**src/rtl/core/assert_macros.svh**
```systemverilog
// Assertion macros shared by the queue, divider and front RTL files.
`ifndef ASSERT_MACROS_SVH
`define ASSERT_MACROS_SVH

// The property must hold at every clock edge outside reset.
`define ASSERT_ALWAYS(label, clk, rst_n, prop, msg) \
    label: assert property (@(posedge clk) disable iff (!rst_n) prop) \
        else $error(msg);

// The expression must never be true at a clock edge outside reset.
`define ASSERT_NEVER(label, clk, rst_n, expr, msg) \
    label: assert property (@(posedge clk) disable iff (!rst_n) !(expr)) \
        else $error(msg);

`endif

```
**src/rtl/core/gdbd_pkg.sv**
```systemverilog
`default_nettype none

package gdbd_pkg;

    // Q1.15 unity gain and the register defaults.
    localparam logic [15:0] UNITY_Q15      = 16'h8000;
    localparam logic [11:0] DEF_IMAGE_DIM  = 12'd1;
    localparam logic [15:0] DEF_MAX_DARKEN = 16'd26214;

    // Configuration port layout.
    localparam int CFG_DIM_W  = 12;
    localparam int CFG_DATA_W = 16;
    localparam int CFG_IDX_W  = 2;

    localparam logic [CFG_IDX_W-1:0] REG_IMAGE_WIDTH  = 2'd0;
    localparam logic [CFG_IDX_W-1:0] REG_IMAGE_HEIGHT = 2'd1;
    localparam logic [CFG_IDX_W-1:0] REG_MAX_DARKEN   = 2'd2;

    // Queue depths between front and back and at the output.
    localparam int MID_DEPTH = 2;
    localparam int OUT_DEPTH = 2;

    // Dither scaling: offset = round(BAYER_SCALE * b / BAYER_MAX) - DITHER_BIAS.
    localparam int BAYER_SCALE = 2048;
    localparam int BAYER_MAX   = 63;
    localparam int DITHER_BIAS = 1024;

    // 8x8 Bayer matrix, indexed by {row[2:0], column[2:0]}.
    typedef logic [5:0] t_bayer_tab [64];
    localparam t_bayer_tab BAYER_TAB = '{
        6'd0,  6'd48, 6'd12, 6'd60, 6'd3,  6'd51, 6'd15, 6'd63,
        6'd32, 6'd16, 6'd44, 6'd28, 6'd35, 6'd19, 6'd47, 6'd31,
        6'd8,  6'd56, 6'd4,  6'd52, 6'd11, 6'd59, 6'd7,  6'd55,
        6'd40, 6'd24, 6'd36, 6'd20, 6'd43, 6'd27, 6'd39, 6'd23,
        6'd2,  6'd50, 6'd14, 6'd62, 6'd1,  6'd49, 6'd13, 6'd61,
        6'd34, 6'd18, 6'd46, 6'd30, 6'd33, 6'd17, 6'd45, 6'd29,
        6'd10, 6'd58, 6'd6,  6'd54, 6'd9,  6'd57, 6'd5,  6'd53,
        6'd42, 6'd26, 6'd38, 6'd22, 6'd41, 6'd25, 6'd37, 6'd21
    };

    // Signed dither offset in 1/256 steps for each matrix position.
    typedef logic signed [11:0] t_dith_tab [64];

    function automatic t_dith_tab build_dither();
        t_dith_tab tab;
        int        b;
        for (int i = 0; i < 64; i++) begin
            b      = int'(BAYER_TAB[i]);
            tab[i] = 12'((BAYER_SCALE * b + BAYER_MAX / 2) / BAYER_MAX - DITHER_BIAS);
        end
        return tab;
    endfunction

    localparam t_dith_tab DITHER_TAB = build_dither();

    // Request passed from the front to the back.
    typedef struct packed {
        logic [15:0] pixel;
        logic [2:0]  by;
        logic [2:0]  bx;
        logic        fade;
        logic        frame_end;
        logic [15:0] factor;
    } t_mid;

    // Finished result.
    typedef struct packed {
        logic [15:0] pixel;
        logic        frame_end;
    } t_res;

endpackage

`default_nettype wire

```
**src/rtl/core/gdbd_fifo.sv**
```systemverilog
`default_nettype none
`include "assert_macros.svh"

module gdbd_fifo #(
    parameter int WIDTH = 8,
    parameter int DEPTH = 2
) (
    input  wire logic             i_clk,
    input  wire logic             i_rst_n,
    input  wire logic             i_wr,
    input  wire logic [WIDTH-1:0] i_wdata,
    output logic                  o_full,
    input  wire logic             i_rd,
    output logic [WIDTH-1:0]      o_rdata,
    output logic                  o_empty
);

    localparam int AW = $clog2(DEPTH);

    logic [WIDTH-1:0] r_mem [DEPTH];
    logic [AW-1:0]    r_wr_ptr;
    logic [AW-1:0]    r_rd_ptr;
    logic [AW:0]      r_count;
    logic [AW:0]      n_count;

    // Status and head of the queue.
    assign o_full  = (r_count == (AW+1)'(DEPTH));
    assign o_empty = (r_count == '0);
    assign o_rdata = r_mem[r_rd_ptr];

    always_comb begin
        n_count = r_count;
        if (i_wr && !i_rd) begin
            n_count = r_count + (AW+1)'(1);
        end else if (i_rd && !i_wr) begin
            n_count = r_count - (AW+1)'(1);
        end
    end

    // Pointers and fill level.
    always_ff @(posedge i_clk) begin
        if (!i_rst_n) begin
            r_wr_ptr <= '0;
            r_rd_ptr <= '0;
            r_count  <= '0;
        end else begin
            if (i_wr) begin
                r_wr_ptr <= r_wr_ptr + AW'(1);
            end
            if (i_rd) begin
                r_rd_ptr <= r_rd_ptr + AW'(1);
            end
            r_count <= n_count;
        end
    end

    // Storage.
    always_ff @(posedge i_clk) begin
        if (i_wr) begin
            r_mem[r_wr_ptr] <= i_wdata;
        end
    end

    `ASSERT_NEVER(a_no_overflow, i_clk, i_rst_n, i_wr && o_full && !i_rd, "write into full queue")
    `ASSERT_NEVER(a_no_underflow, i_clk, i_rst_n, i_rd && o_empty, "read from empty queue")

endmodule

`default_nettype wire

```
**src/rtl/core/gdbd_div.sv**
```systemverilog
`default_nettype none
`include "assert_macros.svh"

// Row factor unit: factor = 1.0 - floor(k * md / span), one quotient bit per cycle.
module gdbd_div import gdbd_pkg::*; #(
    parameter int CW = 11
) (
    input  wire logic          i_clk,
    input  wire logic          i_rst_n,
    input  wire logic          i_start,
    input  wire logic [CW-1:0] i_k,
    input  wire logic [CW-1:0] i_span,
    input  wire logic [15:0]   i_md,
    output logic               o_busy,
    output logic [15:0]        o_factor
);

    localparam int NW   = CW + 16;
    localparam int CNTW = $clog2(NW + 1);

    logic            r_busy;
    logic            r_mul;
    logic [CNTW-1:0] r_cnt;
    logic [15:0]     r_quo;
    logic [CW-1:0]   r_k;
    logic [CW-1:0]   r_span;
    logic [15:0]     r_md;
    logic [NW-1:0]   r_num;
    logic [CW-1:0]   r_rem;

    logic [CW:0]     rem_sh;
    logic            ge;
    logic [CW-1:0]   n_rem;

    // One restoring step.
    assign rem_sh = {r_rem, r_num[NW-1]};
    assign ge     = (rem_sh >= {1'b0, r_span});
    assign n_rem  = ge ? CW'(rem_sh - {1'b0, r_span}) : rem_sh[CW-1:0];

    assign o_busy   = r_busy;
    assign o_factor = 16'(17'(UNITY_Q15) - {1'b0, r_quo});

    // Sequencing: operand capture, the multiply, then NW divide steps.
    always_ff @(posedge i_clk) begin
        if (!i_rst_n) begin
            r_busy <= 1'b0;
            r_mul  <= 1'b0;
            r_cnt  <= '0;
            r_quo  <= '0;
        end else if (i_start) begin
            r_busy <= 1'b1;
            r_mul  <= 1'b1;
        end else if (r_busy) begin
            if (r_mul) begin
                r_mul <= 1'b0;
                r_cnt <= CNTW'(NW);
            end else begin
                r_quo <= {r_quo[14:0], ge};
                r_cnt <= r_cnt - CNTW'(1);
                if (r_cnt == CNTW'(1)) begin
                    r_busy <= 1'b0;
                end
            end
        end
    end

    // Operands, product and partial remainder.
    always_ff @(posedge i_clk) begin
        if (i_start) begin
            r_k    <= i_k;
            r_span <= i_span;
            r_md   <= i_md;
        end else if (r_busy && r_mul) begin
            r_num <= NW'({16'd0, r_k} * {{CW{1'b0}}, r_md});
            r_rem <= '0;
        end else if (r_busy) begin
            r_num <= {r_num[NW-2:0], 1'b0};
            r_rem <= n_rem;
        end
    end

    `ASSERT_ALWAYS(a_quo_bound, i_clk, i_rst_n, $fell(r_busy) |-> (r_quo <= r_md), "quotient exceeds darkening")

endmodule

`default_nettype wire

```
**src/rtl/core/gdbd_front.sv**
```systemverilog
`default_nettype none
`include "assert_macros.svh"

// Front part: configuration, position counters, row factor and classification.
module gdbd_front import gdbd_pkg::*; #(
    parameter int MAX_DIM = 2048
) (
    input  wire logic                  i_clk,
    input  wire logic                  i_rst_n,
    input  wire logic                  i_push,
    output logic                       o_full,
    input  wire logic [15:0]           i_pixel_in,
    input  wire logic                  i_frame_start,
    input  wire logic                  i_cfg_we,
    input  wire logic [CFG_IDX_W-1:0]  i_cfg_idx,
    input  wire logic [CFG_DATA_W-1:0] i_cfg_wdata,
    output logic                       o_mid_wr,
    output t_mid                       o_mid_data,
    input  wire logic                  i_mid_full
);

    localparam int CW = $clog2(MAX_DIM);
    localparam int DW = CW + 1;

    logic [CFG_DIM_W-1:0] r_width;
    logic [CFG_DIM_W-1:0] r_height;
    logic [15:0]          r_md;
    logic [CW-1:0]        r_col;
    logic [CW-1:0]        r_row;
    logic [15:0]          r_row_factor;
    logic                 r_stg_vld;
    logic                 r_wait_div;
    t_mid                 r_stg;

    logic [DW-1:0] w_eff;
    logic [DW-1:0] h_eff;
    logic [DW-1:0] start;
    logic [DW-1:0] span;
    logic [DW-1:0] x_nxt;
    logic [DW-1:0] y_nxt;
    logic [DW-1:0] k_raw;
    logic [CW-1:0] x;
    logic [CW-1:0] y;
    logic [CW-1:0] k;
    logic [CW-1:0] n_col;
    logic [CW-1:0] n_row;
    logic [15:0]   md_sat;
    logic          fade;
    logic          row_end;
    logic          fr_end;
    logic          need_div;
    logic          accept;
    logic          stg_push;
    logic          div_start;
    logic          div_busy;
    logic [15:0]   div_factor;
    t_mid          n_stg;

    // Effective frame size: zero counts as one, large values clamp to MAX_DIM.
    always_comb begin
        if (r_width == '0) begin
            w_eff = DW'(1);
        end else if ({{(32-CFG_DIM_W){1'b0}}, r_width} > 32'(MAX_DIM)) begin
            w_eff = DW'(MAX_DIM);
        end else begin
            w_eff = DW'(r_width);
        end
        if (r_height == '0) begin
            h_eff = DW'(1);
        end else if ({{(32-CFG_DIM_W){1'b0}}, r_height} > 32'(MAX_DIM)) begin
            h_eff = DW'(MAX_DIM);
        end else begin
            h_eff = DW'(r_height);
        end
    end

    // Position of the incoming pixel and its classification.
    assign x        = i_frame_start ? '0 : r_col;
    assign y        = i_frame_start ? '0 : r_row;
    assign start    = h_eff >> 2;
    assign span     = h_eff - start - DW'(1);
    assign fade     = ({1'b0, y} >= start);
    assign x_nxt    = {1'b0, x} + DW'(1);
    assign y_nxt    = {1'b0, y} + DW'(1);
    assign row_end  = (x_nxt >= w_eff);
    assign fr_end   = row_end && (y_nxt >= h_eff);
    assign k_raw    = {1'b0, y} - start;
    assign k        = (k_raw > span) ? span[CW-1:0] : k_raw[CW-1:0];
    assign md_sat   = (r_md > UNITY_Q15) ? UNITY_Q15 : r_md;
    assign need_div = (x == '0) && fade && (span != '0);

    // Handshake: the stage hands over to the queue once any divide is done and the queue has room.
    assign stg_push   = r_stg_vld && !r_wait_div && !i_mid_full;
    assign o_full     = r_stg_vld && !stg_push;
    assign accept     = i_push && !o_full;
    assign div_start  = accept && need_div;
    assign o_mid_wr   = stg_push;
    assign o_mid_data = r_stg;

    // Counter advance with row and frame wrap.
    always_comb begin
        if (row_end) begin
            n_col = '0;
            n_row = fr_end ? '0 : y_nxt[CW-1:0];
        end else begin
            n_col = x_nxt[CW-1:0];
            n_row = y;
        end
    end

    // Request captured into the stage.
    always_comb begin
        n_stg.pixel     = i_pixel_in;
        n_stg.by        = y[2:0];
        n_stg.bx        = x[2:0];
        n_stg.fade      = fade;
        n_stg.frame_end = fr_end;
        n_stg.factor    = (x == '0) ? UNITY_Q15 : r_row_factor;
    end

    // Configuration, counters and stage control.
    always_ff @(posedge i_clk) begin
        if (!i_rst_n) begin
            r_width      <= DEF_IMAGE_DIM;
            r_height     <= DEF_IMAGE_DIM;
            r_md         <= DEF_MAX_DARKEN;
            r_col        <= '0;
            r_row        <= '0;
            r_row_factor <= UNITY_Q15;
            r_stg_vld    <= 1'b0;
            r_wait_div   <= 1'b0;
        end else begin
            if (i_cfg_we) begin
                case (i_cfg_idx)
                    REG_IMAGE_WIDTH:  r_width  <= i_cfg_wdata[CFG_DIM_W-1:0];
                    REG_IMAGE_HEIGHT: r_height <= i_cfg_wdata[CFG_DIM_W-1:0];
                    REG_MAX_DARKEN:   r_md     <= i_cfg_wdata;
                    default: begin
                    end
                endcase
            end
            if (accept) begin
                r_stg_vld <= 1'b1;
                r_col     <= n_col;
                r_row     <= n_row;
                if (x == '0 && !need_div) begin
                    r_row_factor <= UNITY_Q15;
                end
            end else if (stg_push) begin
                r_stg_vld <= 1'b0;
            end
            if (div_start) begin
                r_wait_div <= 1'b1;
            end else if (r_wait_div && !div_busy) begin
                r_wait_div   <= 1'b0;
                r_row_factor <= div_factor;
            end
        end
    end

    // Stage payload; the factor is filled in when the divide completes.
    always_ff @(posedge i_clk) begin
        if (accept) begin
            r_stg <= n_stg;
        end else if (r_wait_div && !div_busy) begin
            r_stg.factor <= div_factor;
        end
    end

    gdbd_div #(
        .CW(CW)
    ) u_div (
        .i_clk    (i_clk),
        .i_rst_n  (i_rst_n),
        .i_start  (div_start),
        .i_k      (k),
        .i_span   (span[CW-1:0]),
        .i_md     (md_sat),
        .o_busy   (div_busy),
        .o_factor (div_factor)
    );

    `ASSERT_NEVER(a_div_idle, i_clk, i_rst_n, div_start && div_busy, "divide started while busy")
    `ASSERT_ALWAYS(a_wait_has_stg, i_clk, i_rst_n, r_wait_div |-> r_stg_vld, "divide wait without stage")

endmodule

`default_nettype wire

```
**src/rtl/core/gdbd_back.sv**
```systemverilog
`default_nettype none

// Back part: scale, dither, clamp and repack faded pixels, then queue the result.
module gdbd_back import gdbd_pkg::*; (
    input  wire logic  i_clk,
    input  wire logic  i_rst_n,
    input  wire logic  i_mid_empty,
    input  wire t_mid  i_mid_data,
    output logic       o_mid_rd,
    input  wire logic  i_pop,
    output logic       o_empty,
    output logic [15:0] o_pixel_out,
    output logic       o_frame_end
);

    logic signed [11:0] dith;
    logic signed [18:0] dq_rb;
    logic signed [18:0] dq_g;
    logic [7:0]         r8;
    logic [7:0]         g8;
    logic [7:0]         b8;
    logic [7:0]         ro;
    logic [7:0]         go;
    logic [7:0]         bo;
    logic               out_full;
    t_res               res;
    t_res               out_head;

    // Scale one 8-bit channel by a Q1.15 factor, add the offset, truncate and clamp.
    function automatic logic [7:0] shade(logic [7:0] c8, logic [15:0] f,
                                         logic signed [18:0] dq);
        logic [23:0]        prod;
        logic signed [25:0] s;
        prod = {16'd0, c8} * {8'd0, f};
        s    = $signed({2'b00, prod}) + 26'(dq);
        if (s <= 26'sd0) begin
            return 8'd0;
        end else if (s[25:15] > 11'd255) begin
            return 8'd255;
        end else begin
            return s[22:15];
        end
    endfunction

    // Channel widening and dither offsets; green gets half the offset.
    assign r8    = {i_mid_data.pixel[15:11], 3'b000};
    assign g8    = {i_mid_data.pixel[10:5], 2'b00};
    assign b8    = {i_mid_data.pixel[4:0], 3'b000};
    assign dith  = DITHER_TAB[{i_mid_data.by, i_mid_data.bx}];
    assign dq_rb = {dith, 7'd0};
    assign dq_g  = {dith[11], dith, 6'd0};

    assign ro = shade(r8, i_mid_data.factor, dq_rb);
    assign go = shade(g8, i_mid_data.factor, dq_g);
    assign bo = shade(b8, i_mid_data.factor, dq_rb);

    // Faded rows are repacked, upper rows pass through.
    always_comb begin
        res.frame_end = i_mid_data.frame_end;
        if (i_mid_data.fade) begin
            res.pixel = {ro[7:3], go[7:2], bo[7:3]};
        end else begin
            res.pixel = i_mid_data.pixel;
        end
    end

    assign o_mid_rd = !i_mid_empty && !out_full;

    gdbd_fifo #(
        .WIDTH ($bits(t_res)),
        .DEPTH (OUT_DEPTH)
    ) u_out_q (
        .i_clk   (i_clk),
        .i_rst_n (i_rst_n),
        .i_wr    (o_mid_rd),
        .i_wdata (res),
        .o_full  (out_full),
        .i_rd    (i_pop && !o_empty),
        .o_rdata (out_head),
        .o_empty (o_empty)
    );

    assign o_pixel_out = out_head.pixel;
    assign o_frame_end = out_head.frame_end;

endmodule

`default_nettype wire

```
**src/rtl/core/gradient_dim_bayer_dither_rgb565.sv**
```systemverilog
// A pixel that is taken passes the front stage register, the request queue and the
// output queue before its result shows on the output. The first pixel of a faded row
// also waits in the stage for the row-factor divide, one quotient bit a cycle. Throughput:
// one pixel per cycle while both queues have room; each faded row start holds the input
// until its divide is done. Reset is synchronous and active low: counters clear, factor is
// unity, both queues empty, registers return to width 1, height 1, darkening 0.8.
`default_nettype none

module gradient_dim_bayer_dither_rgb565 import gdbd_pkg::*; #(
    parameter int MAX_DIM = 2048
) (
    input  wire logic                  i_clk,
    input  wire logic                  i_rst_n,
    input  wire logic                  push,
    output logic                       full,
    input  wire logic [15:0]           i_pixel_in,
    input  wire logic                  i_frame_start,
    output logic                       empty,
    input  wire logic                  pop,
    output logic [15:0]                o_pixel_out,
    output logic                       o_frame_end,
    input  wire logic                  i_cfg_we,
    input  wire logic [CFG_IDX_W-1:0]  i_cfg_idx,
    input  wire logic [CFG_DATA_W-1:0] i_cfg_wdata
);

    logic mid_wr;
    logic mid_full;
    logic mid_rd;
    logic mid_empty;
    t_mid mid_wdata;
    t_mid mid_rdata;

    gdbd_front #(
        .MAX_DIM(MAX_DIM)
    ) u_front (
        .i_clk         (i_clk),
        .i_rst_n       (i_rst_n),
        .i_push        (push),
        .o_full        (full),
        .i_pixel_in    (i_pixel_in),
        .i_frame_start (i_frame_start),
        .i_cfg_we      (i_cfg_we),
        .i_cfg_idx     (i_cfg_idx),
        .i_cfg_wdata   (i_cfg_wdata),
        .o_mid_wr      (mid_wr),
        .o_mid_data    (mid_wdata),
        .i_mid_full    (mid_full)
    );

    // Request queue between front and back.
    gdbd_fifo #(
        .WIDTH ($bits(t_mid)),
        .DEPTH (MID_DEPTH)
    ) u_mid_q (
        .i_clk   (i_clk),
        .i_rst_n (i_rst_n),
        .i_wr    (mid_wr),
        .i_wdata (mid_wdata),
        .o_full  (mid_full),
        .i_rd    (mid_rd),
        .o_rdata (mid_rdata),
        .o_empty (mid_empty)
    );

    gdbd_back u_back (
        .i_clk       (i_clk),
        .i_rst_n     (i_rst_n),
        .i_mid_empty (mid_empty),
        .i_mid_data  (mid_rdata),
        .o_mid_rd    (mid_rd),
        .i_pop       (pop),
        .o_empty     (empty),
        .o_pixel_out (o_pixel_out),
        .o_frame_end (o_frame_end)
    );

endmodule

`default_nettype wire
```
**config.mk**
```make
export PLATFORM = sky130hd
export DESIGN_NAME = gradient_dim_bayer_dither_rgb565
export DESIGN_NICKNAME = d
export VERILOG_FILES = /design/src/rtl/core/gdbd_pkg.sv /design/src/rtl/core/gdbd_fifo.sv /design/src/rtl/core/gdbd_div.sv /design/src/rtl/core/gdbd_front.sv /design/src/rtl/core/gdbd_back.sv /design/src/rtl/core/gradient_dim_bayer_dither_rgb565.sv
export VERILOG_INCLUDE_DIRS = /design/src /design/src/rtl/core
export SDC_FILE = /design/constraint.sdc
export NUM_CORES = 2
export LEC_CHECK = 0
export ABC_AREA = 0
export BUFFER_PORTS_ARGS = -buffer_cell sky130_fd_sc_hd__buf_2
export CELL_PAD_IN_SITES_DETAIL_PLACEMENT = 1
export CELL_PAD_IN_SITES_GLOBAL_PLACEMENT = 1
export CORE_ASPECT_RATIO = 1.4
export CORE_UTILIZATION = 51
export DETAILED_ROUTE_END_ITERATION = 8
export PLACE_DENSITY = 0.83
export SLEW_MARGIN = 25
export SYNTH_ARGS = -nofsm -noshare
export SYNTH_HDL_FRONTEND = slang
export SYNTH_SLANG_ARGS = --single-unit
```
**constraint.sdc**
```tcl
create_clock -name i_clk -period 8.6 [get_ports i_clk]
set_input_delay 0.43 -clock i_clk [delete_from_list [all_inputs] [get_ports i_clk]]
set_output_delay 0.43 -clock i_clk [all_outputs]
set_load 0.01 [all_outputs]
```
==> out/metrics.cfg <==
[clocking]
htree_levels=2
clkLatencyLatePin_ps=580
ctsResizeCount=0
post-cts-setup-buffers=0
cts_tree=built
cts_buffer_depth=3
cts-root-buf=clkbuf_16
cts-hold-fix-buffers=0
numCtsBuffers=39
cts.sinks=343
clk_pin_slew_ps=60

[drt]
drtIter0Drc=1019
drtAntennaViolNets=0
drc=0
vias_per_cell=5.85
first_pass_iters=7
routedWlPerCell_microns=21.9
wl_microns=90300
via_count=24100

[global_routing]
first_global_vias=27800
grt_start_max_net_pins=69
grt_first_pass_wirelength_microns=145000
grt-ovfl-total=0
grtUsageMet1=0.304
met2_usage=0.591
met3_usage=0.0346
antenna_found_initial=2
grt_use_total=0.301
grt.busiest_layer=met2

[logic_synthesis]
synth_nets=3857
synth.yosys.seq_area_share=0.296
synth-main-ff-cell=edfxtp_1
ys_ff_latch=343
yosysTopAreaCellShare=0.223
avgSynthCellArea_sq_um=9.50
async_reset_ff_frac=0
synth_top_area_cell=edfxtp_1
ys.warnings.count=0
ys_types=82
synth_edf_count=230
synth_area_leaders=edfxtp_1 22%, fa_1 18%, ha_1 12%
synth.cell_area_sq_um=30900
syn_inst=3257

[worst_setup_path]
arrival_ps=8420
worstPathRequired_ps=8900
path_max_fanout=21
crit_type=reg -> reg
worstSetupStartpointType=flop
end_kind=flop

[floorplanning]
die-area_sq_um=61600
coreArea_sq_um=59800
io_pins=59
dieWidth_microns=210
start_util=0.517
std_cell_rows=106
die_h_microns=293

[finish]
multiInputGateArea_sq_um=19900
nets=3887
syn2layout_area_growth_pct=7.97
mostFrequentLayoutCell=inv_1
regArea_sq_um=9170
num-fill-cells=6791
drive_gt1_frac=0.0841
layout_common_cells=374 x inv_1, 369 x nand2_1, 325 x nor2_1

[timing]
hold_viol_final=0
slew_headroom=0.314
tns_ps=0
slew_viol_final=0
finalSetupViolCount=0
fin_skew_ps=16.2
fmax_ghz=0.123
rsz0062_at_grt=no
tightest_slew_ps=1030
fin_crit_sh=0.945
period_needed_ps=8130

[worst_hold_path]
hold_class=in -> reg
worstHoldStart=i_pixel_in[14]

[status]
status=finished, final reports clean

[place]
gp_congestion=0.925
port_buffers=58
dp_hpwl_microns=69900

[job]
cap_violations=0

## final cells by class
type | instances | share of cell area
clock buffer | 46 | 0.0309
inverter | 379 | 0.0427
tap | 810 | 0.0303
antenna | 1 | 0.0000749
multi-input combinational | 2417 | 0.596
sequential | 343 | 0.275
timing repair buffer | 107 | 0.0197
clock inverter | 25 | 0.00566
## stage by stage
step | std cells | worst slack [ps] | hold slack [ps] | util | cell area [sq um]
after CTS | 4127 | 570 | 2.86 | 0.558 | 33400
after global placement | 4056 | 775 | 424 | 0.537 | 32100
final | 4128 | 474 | 25.5 | 0.558 | 33400
after global routing | 4128 | 101 | 12.8 | 0.558 | 33400
after floorplan | 3257 | 1060 | 421 | - | 30900
after detailed placement | 4056 | 564 | 432 | 0.538 | 32200
## flip-flops by register name, indices dropped and copies added (netlist names), 2 cells and up, named ones only
signal,count
u_back.u_out_q.r_count,2
u_back.u_out_q.r_mem,34
u_front.o_mid_data,40
u_front.r_col,11
u_front.r_height,12
u_front.r_md,16
u_front.r_row,11
u_front.r_row_factor,16
u_front.r_width,12
u_front.u_div.r_cnt,5
u_front.u_div.r_k,11
u_front.u_div.r_md,16
u_front.u_div.r_num,27
u_front.u_div.r_quo,16
u_front.u_div.r_rem,11
u_front.u_div.r_span,11
u_mid_q.r_count,2
u_mid_q.r_mem,80
## final timing paths
check                                to  slack (ps)  cells past startpoint
max          u_back.u_out_q.r_mem[1][9]         470                     26
min              u_front.o_mid_data[38]          30                      1
max reg2reg  u_back.u_out_q.r_mem[1][9]         470                     26
min reg2reg        u_mid_q.r_mem[1][35]         450                      0
## layer usage
| layer | part of all wire | vias up |
|---|---|---|
| met5 | 0.00014 | - |
| met4 | 0.057 | 2 |
| met3 | 0.031 | 289 |
| met2 | 0.56 | 549 |
| met1 | 0.36 | 12300 |
| li1 | - | 11000 |
## Yosys cell counts (6+ instances only)
cell type	n
a2111oi_0	6
a211o_1	6
a211oi_1	19
a21boi_0	7
a21o_1	46
a21oi_1	163
a22o_1	15
a22oi_1	9
a31oi_1	16
a32o_1	19
and2_1	73
and3_1	15
buf_1	8
clkbuf_1	105
dfxtp_1	113
edfxtp_1	230
fa_1	272
ha_1	288
inv_1	375
mux2_2	37
mux2i_1	63
nand2_1	369
nand2b_1	30
nand3_1	59
nand3b_1	8
nand4_1	17
nor2_1	330
nor2b_1	48
nor3_1	45
nor3b_1	7
nor4_1	17
o211ai_1	13
o21a_1	21
o21ai_0	86
o21bai_1	18
o22ai_1	15
o31ai_1	11
or2_2	40
or3_1	10
xnor2_1	87
xor2_1	64
## worst max-delay path: stages (launching register included)
cell and delay (ps):
dfxtp_2 610, buf_4 410, mux2i_1 130, buf_4 220
or2_2 310, fa_1 510, fa_1 560, inv_1 60
fa_1 480, ha_1 350, a21oi_1 220, o21ai_0 210
o41ai_1 690, o31ai_1 230, a21oi_1 250, nor2b_1 200
xnor2_1 140, ha_1 250, inv_1 130, nor2_1 140
a211o_1 330, a22o_1 230, a21oi_1 230, a21oi_1 130
or3_1 450, a22oi_1 220, o22ai_1 120
## kinds of logic (layout without fill, tap and decap cells)
logic type	Yosys count	in the layout	share of synthesized area
adder cells (fa/ha/maj)	560	560	0.293
other	0	1	0
AND/OR/NAND/NOR	1083	1083	0.160
AO/OA/AOI/OAI	523	523	0.112
XOR/XNOR	151	151	0.0428
multiplexers	100	100	0.0339
buffers and inverters	497	557	0.0615
flip-flops	343	343	0.296
Power is not shown: default switching activity piles up to over one toggle a cycle in this logic, so the estimate is an artifact.
